[config.mk]
export PLATFORM = sky130hd
export DESIGN_NAME = wps_ctrl
export DESIGN_NICKNAME = d
export VERILOG_FILES = /design/src/hdl/wps_pkg.sv /design/src/hdl/wps_ctrl.sv
export SDC_FILE = /design/constraint.sdc
export NUM_CORES = 1
export LEC_CHECK = 0
export BUFFER_PORTS_ARGS = -buffer_cell sky130_fd_sc_hd__buf_4
export CAP_MARGIN = 20
export CELL_PAD_IN_SITES_DETAIL_PLACEMENT = 1
export CELL_PAD_IN_SITES_GLOBAL_PLACEMENT = 1
export CORE_ASPECT_RATIO = 0.7
export CORE_MARGIN = 2
export CORE_UTILIZATION = 35
export DETAILED_ROUTE_END_ITERATION = 7
export PLACE_DENSITY_LB_ADDON = 0.15
export SETUP_SLACK_MARGIN = 0.2
export SYNTH_ARGS = -nofsm -noshare
export SYNTH_HDL_FRONTEND = slang
export SYNTH_SLANG_ARGS = --single-unit
[constraint.sdc]
create_clock -name clk -period 1.9 [get_ports clk]
set_input_delay 0.19 -clock clk [delete_from_list [all_inputs] [get_ports clk]]
set_output_delay 0.19 -clock clk [all_outputs]
set_load 0.01 [all_outputs]
[src/hdl/wps_pkg.sv]
// Shared types, constants and controller codes for the window pair-sum and range search unit.
package wps_pkg;

    localparam int WINDOW     = 25;
    localparam int MAX_ITEMS  = 4096;
    localparam int VALUE_W    = 62;
    localparam int ADDR_W     = $clog2(MAX_ITEMS);
    localparam int CNT_W      = ADDR_W + 1;
    localparam int SUM_W      = VALUE_W + 2;

    localparam logic [CNT_W-1:0] WINDOW_C    = CNT_W'(WINDOW);
    localparam logic [CNT_W-1:0] MAX_ITEMS_C = CNT_W'(MAX_ITEMS);

    typedef struct packed {
        logic [VALUE_W-1:0] value;
        logic               is_last;
    } in_item_t;

    typedef struct packed {
        logic               invalid_found;
        logic [VALUE_W-1:0] invalid_value;
        logic               range_found;
        logic [VALUE_W-1:0] range_min;
        logic [VALUE_W-1:0] range_max;
        logic [VALUE_W:0]   min_plus_max;
        logic               overflow;
    } out_item_t;

    typedef enum logic [4:0] {
        S_LOAD,
        S_P_INIT,
        S_P_CHK,
        S_P_TGT,
        S_I_CHK,
        S_I_CAP,
        S_J_CHK,
        S_J_CMP,
        S_R_INIT,
        S_R_SUM0,
        S_R_CHK,
        S_R_E_CHK,
        S_R_E_ADD,
        S_R_S_SUB,
        S_K_CHK,
        S_K_UPD,
        S_FINISH
    } state_t;

    typedef enum logic [4:0] {
        OP_NONE,
        OP_STORE,
        OP_P_INIT,
        OP_RD_TGT,
        OP_CAP_TGT,
        OP_RD_I,
        OP_CAP_I,
        OP_RD_J,
        OP_NEXT_J,
        OP_NEXT_I,
        OP_NEXT_P,
        OP_FOUND_INV,
        OP_R_INIT,
        OP_CAP_SUM,
        OP_E_INC,
        OP_RD_E,
        OP_ADD_E,
        OP_RD_S,
        OP_SUB_S,
        OP_K_INIT,
        OP_RD_K,
        OP_UPD_K,
        OP_RANGE_OK,
        OP_PUBLISH
    } op_t;

    typedef struct packed {
        op_t op;
    } cmd_t;

    typedef struct packed {
        logic p_lt_cnt;
        logic i_lt_p;
        logic j_lt_p;
        logic pair_hit;
        logic win_empty;
        logic sum_eq;
        logic sum_lt;
        logic e_ge_cnt;
        logic k_le_e;
        logic out_busy;
    } status_t;

endpackage

[src/hdl/wps_ctrl.sv]
// Controller state machine: sequences loading, the pair check, the range scan and the result.
module wps_ctrl (
    input  logic             clk,
    input  logic             rst_n,
    input  logic             load_valid,
    input  logic             load_last,
    output logic             load_ready,
    input  wps_pkg::status_t stat,
    output wps_pkg::cmd_t    cmd
);
    import wps_pkg::*;

    state_t state_reg;
    state_t state_next;

    // State register
    always_ff @(posedge clk or negedge rst_n)
    begin
        if (!rst_n)
        begin
            state_reg <= S_LOAD;
        end
        else
        begin
            state_reg <= state_next;
        end
    end

    // Next state and commands
    always_comb
    begin
        state_next = state_reg;
        cmd.op     = OP_NONE;
        load_ready = 1'b0;
        unique case (state_reg)
            S_LOAD:
            begin
                load_ready = 1'b1;
                if (load_valid)
                begin
                    cmd.op = OP_STORE;
                    if (load_last)
                    begin
                        state_next = S_P_INIT;
                    end
                end
            end
            S_P_INIT:
            begin
                cmd.op     = OP_P_INIT;
                state_next = S_P_CHK;
            end
            S_P_CHK:
            begin
                if (stat.p_lt_cnt)
                begin
                    cmd.op     = OP_RD_TGT;
                    state_next = S_P_TGT;
                end
                else
                begin
                    state_next = S_FINISH;
                end
            end
            S_P_TGT:
            begin
                cmd.op     = OP_CAP_TGT;
                state_next = S_I_CHK;
            end
            S_I_CHK:
            begin
                if (stat.i_lt_p)
                begin
                    cmd.op     = OP_RD_I;
                    state_next = S_I_CAP;
                end
                else
                begin
                    cmd.op     = OP_FOUND_INV;
                    state_next = S_R_INIT;
                end
            end
            S_I_CAP:
            begin
                cmd.op     = OP_CAP_I;
                state_next = S_J_CHK;
            end
            S_J_CHK:
            begin
                if (stat.j_lt_p)
                begin
                    cmd.op     = OP_RD_J;
                    state_next = S_J_CMP;
                end
                else
                begin
                    cmd.op     = OP_NEXT_I;
                    state_next = S_I_CHK;
                end
            end
            S_J_CMP:
            begin
                if (stat.pair_hit)
                begin
                    cmd.op     = OP_NEXT_P;
                    state_next = S_P_CHK;
                end
                else
                begin
                    cmd.op     = OP_NEXT_J;
                    state_next = S_J_CHK;
                end
            end
            S_R_INIT:
            begin
                cmd.op     = OP_R_INIT;
                state_next = S_R_SUM0;
            end
            S_R_SUM0:
            begin
                cmd.op     = OP_CAP_SUM;
                state_next = S_R_CHK;
            end
            S_R_CHK:
            begin
                priority if (!stat.win_empty && stat.sum_eq)
                begin
                    cmd.op     = OP_K_INIT;
                    state_next = S_K_CHK;
                end
                else if (stat.win_empty || stat.sum_lt)
                begin
                    cmd.op     = OP_E_INC;
                    state_next = S_R_E_CHK;
                end
                else
                begin
                    cmd.op     = OP_RD_S;
                    state_next = S_R_S_SUB;
                end
            end
            S_R_E_CHK:
            begin
                if (stat.e_ge_cnt)
                begin
                    state_next = S_FINISH;
                end
                else
                begin
                    cmd.op     = OP_RD_E;
                    state_next = S_R_E_ADD;
                end
            end
            S_R_E_ADD:
            begin
                cmd.op     = OP_ADD_E;
                state_next = S_R_CHK;
            end
            S_R_S_SUB:
            begin
                cmd.op     = OP_SUB_S;
                state_next = S_R_CHK;
            end
            S_K_CHK:
            begin
                if (stat.k_le_e)
                begin
                    cmd.op     = OP_RD_K;
                    state_next = S_K_UPD;
                end
                else
                begin
                    cmd.op     = OP_RANGE_OK;
                    state_next = S_FINISH;
                end
            end
            S_K_UPD:
            begin
                cmd.op     = OP_UPD_K;
                state_next = S_K_CHK;
            end
            S_FINISH:
            begin
                if (!stat.out_busy)
                begin
                    cmd.op     = OP_PUBLISH;
                    state_next = S_LOAD;
                end
            end
            default:
            begin
                state_next = S_LOAD;
            end
        endcase
    end

    // Publish only into a free result register
    assert property (@(posedge clk) disable iff (!rst_n)
        (cmd.op == OP_PUBLISH) |-> !stat.out_busy)
        else $error("result published while previous result still waiting");

    // Loading accepts items only in the load state
    assert property (@(posedge clk) disable iff (!rst_n)
        (cmd.op == OP_STORE) |-> (load_ready && load_valid))
        else $error("store issued without an accepted item");

    // After the last item the search starts
    assert property (@(posedge clk) disable iff (!rst_n)
        (load_valid && load_ready && load_last) |=> (state_reg == S_P_INIT))
        else $error("last item did not start the search");

endmodule

==> results.cfg, run 1 <==
[setup_path]
reg2reg_to = state_reg[0]
arrival_ns = 1.76
rr_worst_depth = 5
cp.required_ns = 1.71
slowest_delay_ns = 0.41
startpoint_type = flop
cp_cell_sequence = buf_4 -> buf_6 -> nand2_2 -> nor4_4 -> a21oi_1 -> o211ai_1 -> buf_4
r2r_start = state_reg[3]
crit_top_cell = buf_4
crit_path_end_kind = output port
worstPathMaxFanout = 7
cp_slowest_cell = dfrtp_2
path_class = reg2out
r2r_setup_slack_ns = 0.28

[route]
vias = 1174
antenna_left = 0
via_per_inst = 6.865
drt_iter0_markers = 105
detail_route.wirelength_um = 4390
firstDrtPassIters = 4
drc = 0
wl_per_cell_um = 25.67

[power_and_ir_drop]
power_w = 0.002211
p_sw_frac = 0.5167
power_density_mw_per_mm2 = 1711
peakVddDrop_mv = 1.263
p_leak_nw = 0.5328
p_switching_w = 0.001143
p_clk_frac = 0.063
seqPwrFrac = 0.108
internal_power_w = 0.001069
combinationalPowerShare = 0.829

[yosys]
yosysUniqueCellTypes = 39
syn-mean-instance-area_um2 = 7.002
synth_edf_count = 0
yosysWarnings = 0
ys_seq_area_frac = 0.1718
syn-cell-area_um2 = 728.2
syn_inst = 104
synth_nets = 118
synth_ff_type = dfrtp_1
synth_seq_cells = 5
synthArstFlopShare = 1.000

[place]
placed_area_um2 = 942.2
numPortBuffers = 19
hpwl_um = 2259
gp_congestion = 0.9275

[cells_and_area]
finalInstanceArea_mm2 = 0.001292
largest_register_ffs = 5
drive_gt1_frac = 0.5705
syn2layout_area_growth_pct = 77.49
fillers = 220
insertedDiodeCount = 0
nets = 164
fin_util = 0.6792

[worst_hold_path]
hp-class = in2reg
hold_depth = 3
whs_endpoint = state_reg[0]
holdCritStartpoint = stat[8]

[clock_network]
clock_sinks = 5
tritoncts = built
clk_pin_slew_worst_paths_ns = 0.06
clk_path_buf_depth = 2
clkLatencyLatePin_ns = 0.25
ctsRootBufferMaster = clkbuf_4
cts_buffers = 3
h-tree-depth = 1

[global_route]
grt.total_usage = 0.3380
grt_antenna_before_repair = 0
grt_max_degree = 9
grt_pass1_vias = 1168
grt_pass1_wl_um = 6161
overflow = 0

[timing]
rsz0062_at_grt = yes
min_period_ns = 1.950
fmax_mhz = 512.9
tightest_slew_ns = 0.3240
worst_slack_ns = -0.04966
fin_worst_skew_ns = 0.003402
hold_violations = 0
finalCritPeriodShare = 1.026
hold_slack_ns = 0.2650
slew_headroom = 0.7822
setup_viol_count_final = 2
slew_violations = 0

[die]
dieArea_mm2 = 0.002468
io_pins = 20
initial_core_util = 0.3826
die_h_um = 42.17
rows = 13
core_mm2 = 0.001903
die_w_um = 58.52

[outcome]
failed_checks = setup timing
status = complete, but fails checks

[run]
maxCapViolations = 0
## power groups by stage
stage | Clock, W | Combinational, W | Sequential, W
5_1_grt | 0.000146 | 0.00190 | 0.000242
6_report | 0.000139 | 0.00183 | 0.000240
3_3_place_gp | 0 | 0.00112 | 0.000243
3_5_place_dp | 0 | 0.00114 | 0.000243
2_1_floorplan | 0 | 0.000755 | 0.000180
4_1_cts | 0.000130 | 0.00144 | 0.000228
## cells in the mapped netlist, types with 2 or more instances
library cell,count,area share
nor2b_1,5,0.043
buf_4,3,0.031
buf_2,4,0.027
o31ai_1,3,0.031
dfrtp_1,5,0.17
nor4_1,4,0.034
inv_1,2,0.010
nor2_1,8,0.041
o21ai_0,4,0.027
a21oi_1,6,0.041
a31oi_1,3,0.026
or3_1,2,0.017
nand3_1,7,0.048
a311oi_1,2,0.024
nand2b_1,4,0.034
o211ai_1,4,0.041
a21o_1,2,0.021
nand4b_1,2,0.024
mux2i_1,2,0.027
o22ai_1,2,0.017
nor3_1,2,0.014
nand2_1,11,0.057
## timing repair
action                     4_1_cts  5_1_grt
gates resized for setup         23       24
hold endpoints to repair         5        0
buffers inserted                12        4
pin swaps                        3        8
setup endpoints to repair        6        6
hold buffers                     1        0
## through the flow
step / TNS [ns] / std cells / setup WS (ns)
floorplan: 0 / 104 / 0.4177
global placement: 0 / 150 / 0.1288
detailed placement: 0 / 150 / 0.1307
CTS: 0 / 167 / 0.009052
global route: -0.2201 / 171 / -0.1010
finish: -0.06928 / 171 / -0.04966
## worst max-delay path by stage
| stage | start | depth (start not counted) | slack [ns] | end |
|---|---|---|---|---|
| after floorplan | state_reg[0] | 5 | 0.42 | cmd[1] |
| final | state_reg[0] | 7 | -0.05 | cmd[0] |
| after detailed placement | state_reg[1] | 6 | 0.13 | cmd[4] |
| after global placement | state_reg[1] | 6 | 0.13 | cmd[4] |
| after CTS | state_reg[0] | 5 | 0.009 | cmd[1] |
| after global routing | state_reg[2] | 6 | -0.10 | cmd[0] |
## worst max-delay path, delay by kind of cell (launching register included)
kind	cells	cell delay, ns
flops	1	0.41
compound gates	2	0.26
simple gates	2	0.39
buf+inv	3	0.44
## kinds of logic after synthesis
kind of cell | share of synthesized area
AO/OA/AOI/OAI | 0.3076
buffers and inverters | 0.08934
AND/OR/NAND/NOR | 0.3918
flip-flops | 0.1718
XOR/XNOR | 0.01203
multiplexers | 0.02749
## per-layer routing
layer | share of wire | GRT usage
met5 | 0 | 0
met4 | 0.045 | 0.1395
met3 | 0.083 | 0.06790
met2 | 0.45 | 0.5169
met1 | 0.42 | 0.4569
## cell usage in the layout (no fill, tap or decap), types with 2 or more instances in the layout
cell type | netlist | final
nand2_1 | 11 | 9
o31ai_1 | 3 | 2
dfrtp_2 | 0 | 5
o21ai_0 | 4 | 2
clkbuf_4 | 0 | 3
nor2b_1 | 5 | 4
a21o_1 | 2 | 2
nor2_2 | 0 | 3
inv_1 | 2 | 2
a21oi_1 | 6 | 4
nor2_1 | 8 | 3
mux2i_1 | 2 | 2
nand4b_1 | 2 | 2
nor3_2 | 0 | 2
buf_4 | 3 | 43
buf_6 | 1 | 5
nor4_4 | 0 | 2
nand2b_4 | 0 | 2
nand2_2 | 0 | 2
nor2_4 | 0 | 2
a21oi_2 | 0 | 2
nand3_1 | 7 | 7
o211ai_1 | 4 | 4
nor4_2 | 0 | 2
## final cells by class
class	count	area [um2]	share of cell area
well taps	22	27.53	0.02130
repair buffers	49	389.1	0.3011
flip-flops and latches	5	131.4	0.1016
inverters	3	11.26	0.008712
clock buffers	4	26.28	0.02033
multi-input cells	88	706.9	0.5470
Note: power is estimated with default switching activity, not from simulation.
==> run 2: changes to the inputs <==
==> constraint.sdc (replaced) <==
create_clock -name clk -period 1.9 [get_ports clk]
set_input_delay 0.38 -clock clk [delete_from_list [all_inputs] [get_ports clk]]
set_output_delay 0.38 -clock clk [all_outputs]
set_load 0.01 [all_outputs]
==> run 2 against run 1 <==
- the run still ends with setup timing left
- non-clock buffer count shrank 10
- sequential power grew 2%
- maximum frequency shrank 5.7%
- combinational power shrank 26%
- hold slack gained 0.20 ns
- via count shrank 14%
- critical path depth shrank 2
- count of clock-buffer cells in the layout is the same
- cell count shrank 5.8%
- worst setup slack lost 0.12 ns
- sequential cell count is the same
- largest cell class unchanged
==> results.cfg, run 2 (synthesis gave the netlist of run 1 again) <==
[outcome]
status = complete, but fails checks
failed_checks = setup timing

[global_route]
grt.total_usage = 0.2589
grt_pass1_vias = 991
grt_antenna_before_repair = 0
grt_max_degree = 16
overflow = 0
grt_pass1_wl_um = 4802

[die]
dieArea_mm2 = 0.002468
die_h_um = 42.17
initial_core_util = 0.3826
die_w_um = 58.52
core_mm2 = 0.001903
io_pins = 20
rows = 13

[timing]
tightest_slew_ns = 0.2597
finalCritPeriodShare = 1.088
hold_slack_ns = 0.4647
fin_worst_skew_ns = 0.0007821
slew_headroom = 0.8254
worst_slack_ns = -0.1674
slew_violations = 0
min_period_ns = 2.067
fmax_mhz = 483.7
hold_violations = 0
rsz0062_at_grt = yes
setup_viol_count_final = 5

[route]
via_per_inst = 6.286
firstDrtPassIters = 4
wl_per_cell_um = 18.47
vias = 1012
drt_iter0_markers = 53
detail_route.wirelength_um = 2974
drc = 0
antenna_left = 0

[setup_path]
startpoint_type = flop
rr_worst_depth = 6
path_class = reg2out
r2r_setup_slack_ns = 0.43
arrival_ns = 1.69
r2r_start = state_reg[3]
cp.required_ns = 1.52
reg2reg_to = state_reg[0]
worstPathMaxFanout = 6
crit_path_end_kind = output port

[power_and_ir_drop]
p_sw_frac = 0.4903
internal_power_w = 0.0008779
peakVddDrop_mv = 1.205
power_density_mw_per_mm2 = 1561
p_switching_w = 0.0008444
p_clk_frac = 0.074
p_leak_nw = 0.4600
combinationalPowerShare = 0.784
seqPwrFrac = 0.142

[place]
dp.cells = 153
post-place-ws_ns = 0.09526
gp_congestion = 0.9247
hpwl_um = 2190
numPortBuffers = 19

[worst_hold_path]
hp-class = in2async

[clock_network]
tritoncts = built
clk_path_buf_depth = 2
clk_pin_slew_worst_paths_ns = 0.04
ctsRootBufferMaster = clkbuf_4
h-tree-depth = 1
clock_sinks = 5
cts_buffers = 3
clkLatencyLatePin_ns = 0.25

[cells_and_area]
fillers = 243
mostFrequentLayoutCell = buf_4
layout_common_cells = 36 x buf_4, 11 x nand2_1, 7 x nand3_1
insertedDiodeCount = 0
drive_gt1_frac = 0.4245
nets = 154
instances_no_fill = 161
largest_register_ffs = 5
syn2layout_area_growth_pct = 51.55

[run]
maxCapViolations = 0
## run 2: changes by cell type in the layout (fill, tap and decap cells not counted), sizes merged
cell / previous run / this run
buf: 48 / 38
## run 2: final cells by class
| type | count | area (um2) | share of cell area |
|---|---|---|---|
| multi-input cells | 88 | 605.6 | 0.5488 |
| repair buffers | 39 | 302.8 | 0.2744 |
| flip-flops and latches | 5 | 130.1 | 0.1179 |
| well taps | 22 | 27.53 | 0.02494 |
| clock buffers | 4 | 26.28 | 0.02381 |
| inverters | 3 | 11.26 | 0.01020 |
## run 2: layer usage
metal / up-vias / share of wire / track usage
met2: 43 / 0.44 / 0.3596
met3: 8 / 0.071 / 0.05556
li1: 469 / - / -
met1: 492 / 0.47 / 0.3810
met4: 0 / 0.017 / 0.09767
met5: - / 0 / 0
## run 2: power groups by stage
| stage | Combinational [W] | Clock (W) | Sequential (W) |
|---|---|---|---|
| after floorplan | 0.000755 | 0 | 0.000180 |
| after CTS | 0.00128 | 0.000132 | 0.000232 |
| after global routing | 0.00147 | 0.000145 | 0.000250 |
| after detailed placement | 0.00119 | 0 | 0.000227 |
| after global placement | 0.00116 | 0 | 0.000223 |
| final | 0.00135 | 0.000127 | 0.000244 |
## run 2: how the worst max path moves through the flow
stage	startpoint	endpoint	depth (start not counted)	slack, ns
finish	state_reg[2]	cmd[1]	5	-0.17
detailed placement	state_reg[2]	cmd[1]	6	0.1
global placement	state_reg[2]	cmd[0]	5	0.07
global route	state_reg[0]	cmd[1]	6	-0.26
floorplan	state_reg[0]	cmd[1]	5	0.23
CTS	state_reg[2]	cmd[1]	5	-0.13
## run 2: critical path: stages (launching register included)
cell,delay (ns)
dfrtp_2,0.45
or2_4,0.27
or3_1,0.32
a21oi_2,0.13
nand4bb_1,0.13
buf_4,0.13
## run 2: repair_timing
action	in CTS	in global routing
hold endpoints to repair	5	0
setup endpoints to repair	6	6
buffers inserted	3	0
pin swaps	2	0
hold buffers	1	0
gates resized for setup	14	8
## run 2: stage by stage
stage          utilization  instance area, um2  power [W]  TNS, ns
6_report            0.5799                1104   0.001722  -0.5277
3_3_place_gp        0.5069               964.7   0.001386        0
4_1_cts             0.5595                1065   0.001648  -0.4800
5_1_grt             0.5799                1104   0.001866   -1.032
2_1_floorplan            -               728.2  0.0009350        0
3_5_place_dp        0.5069               964.7   0.001419        0
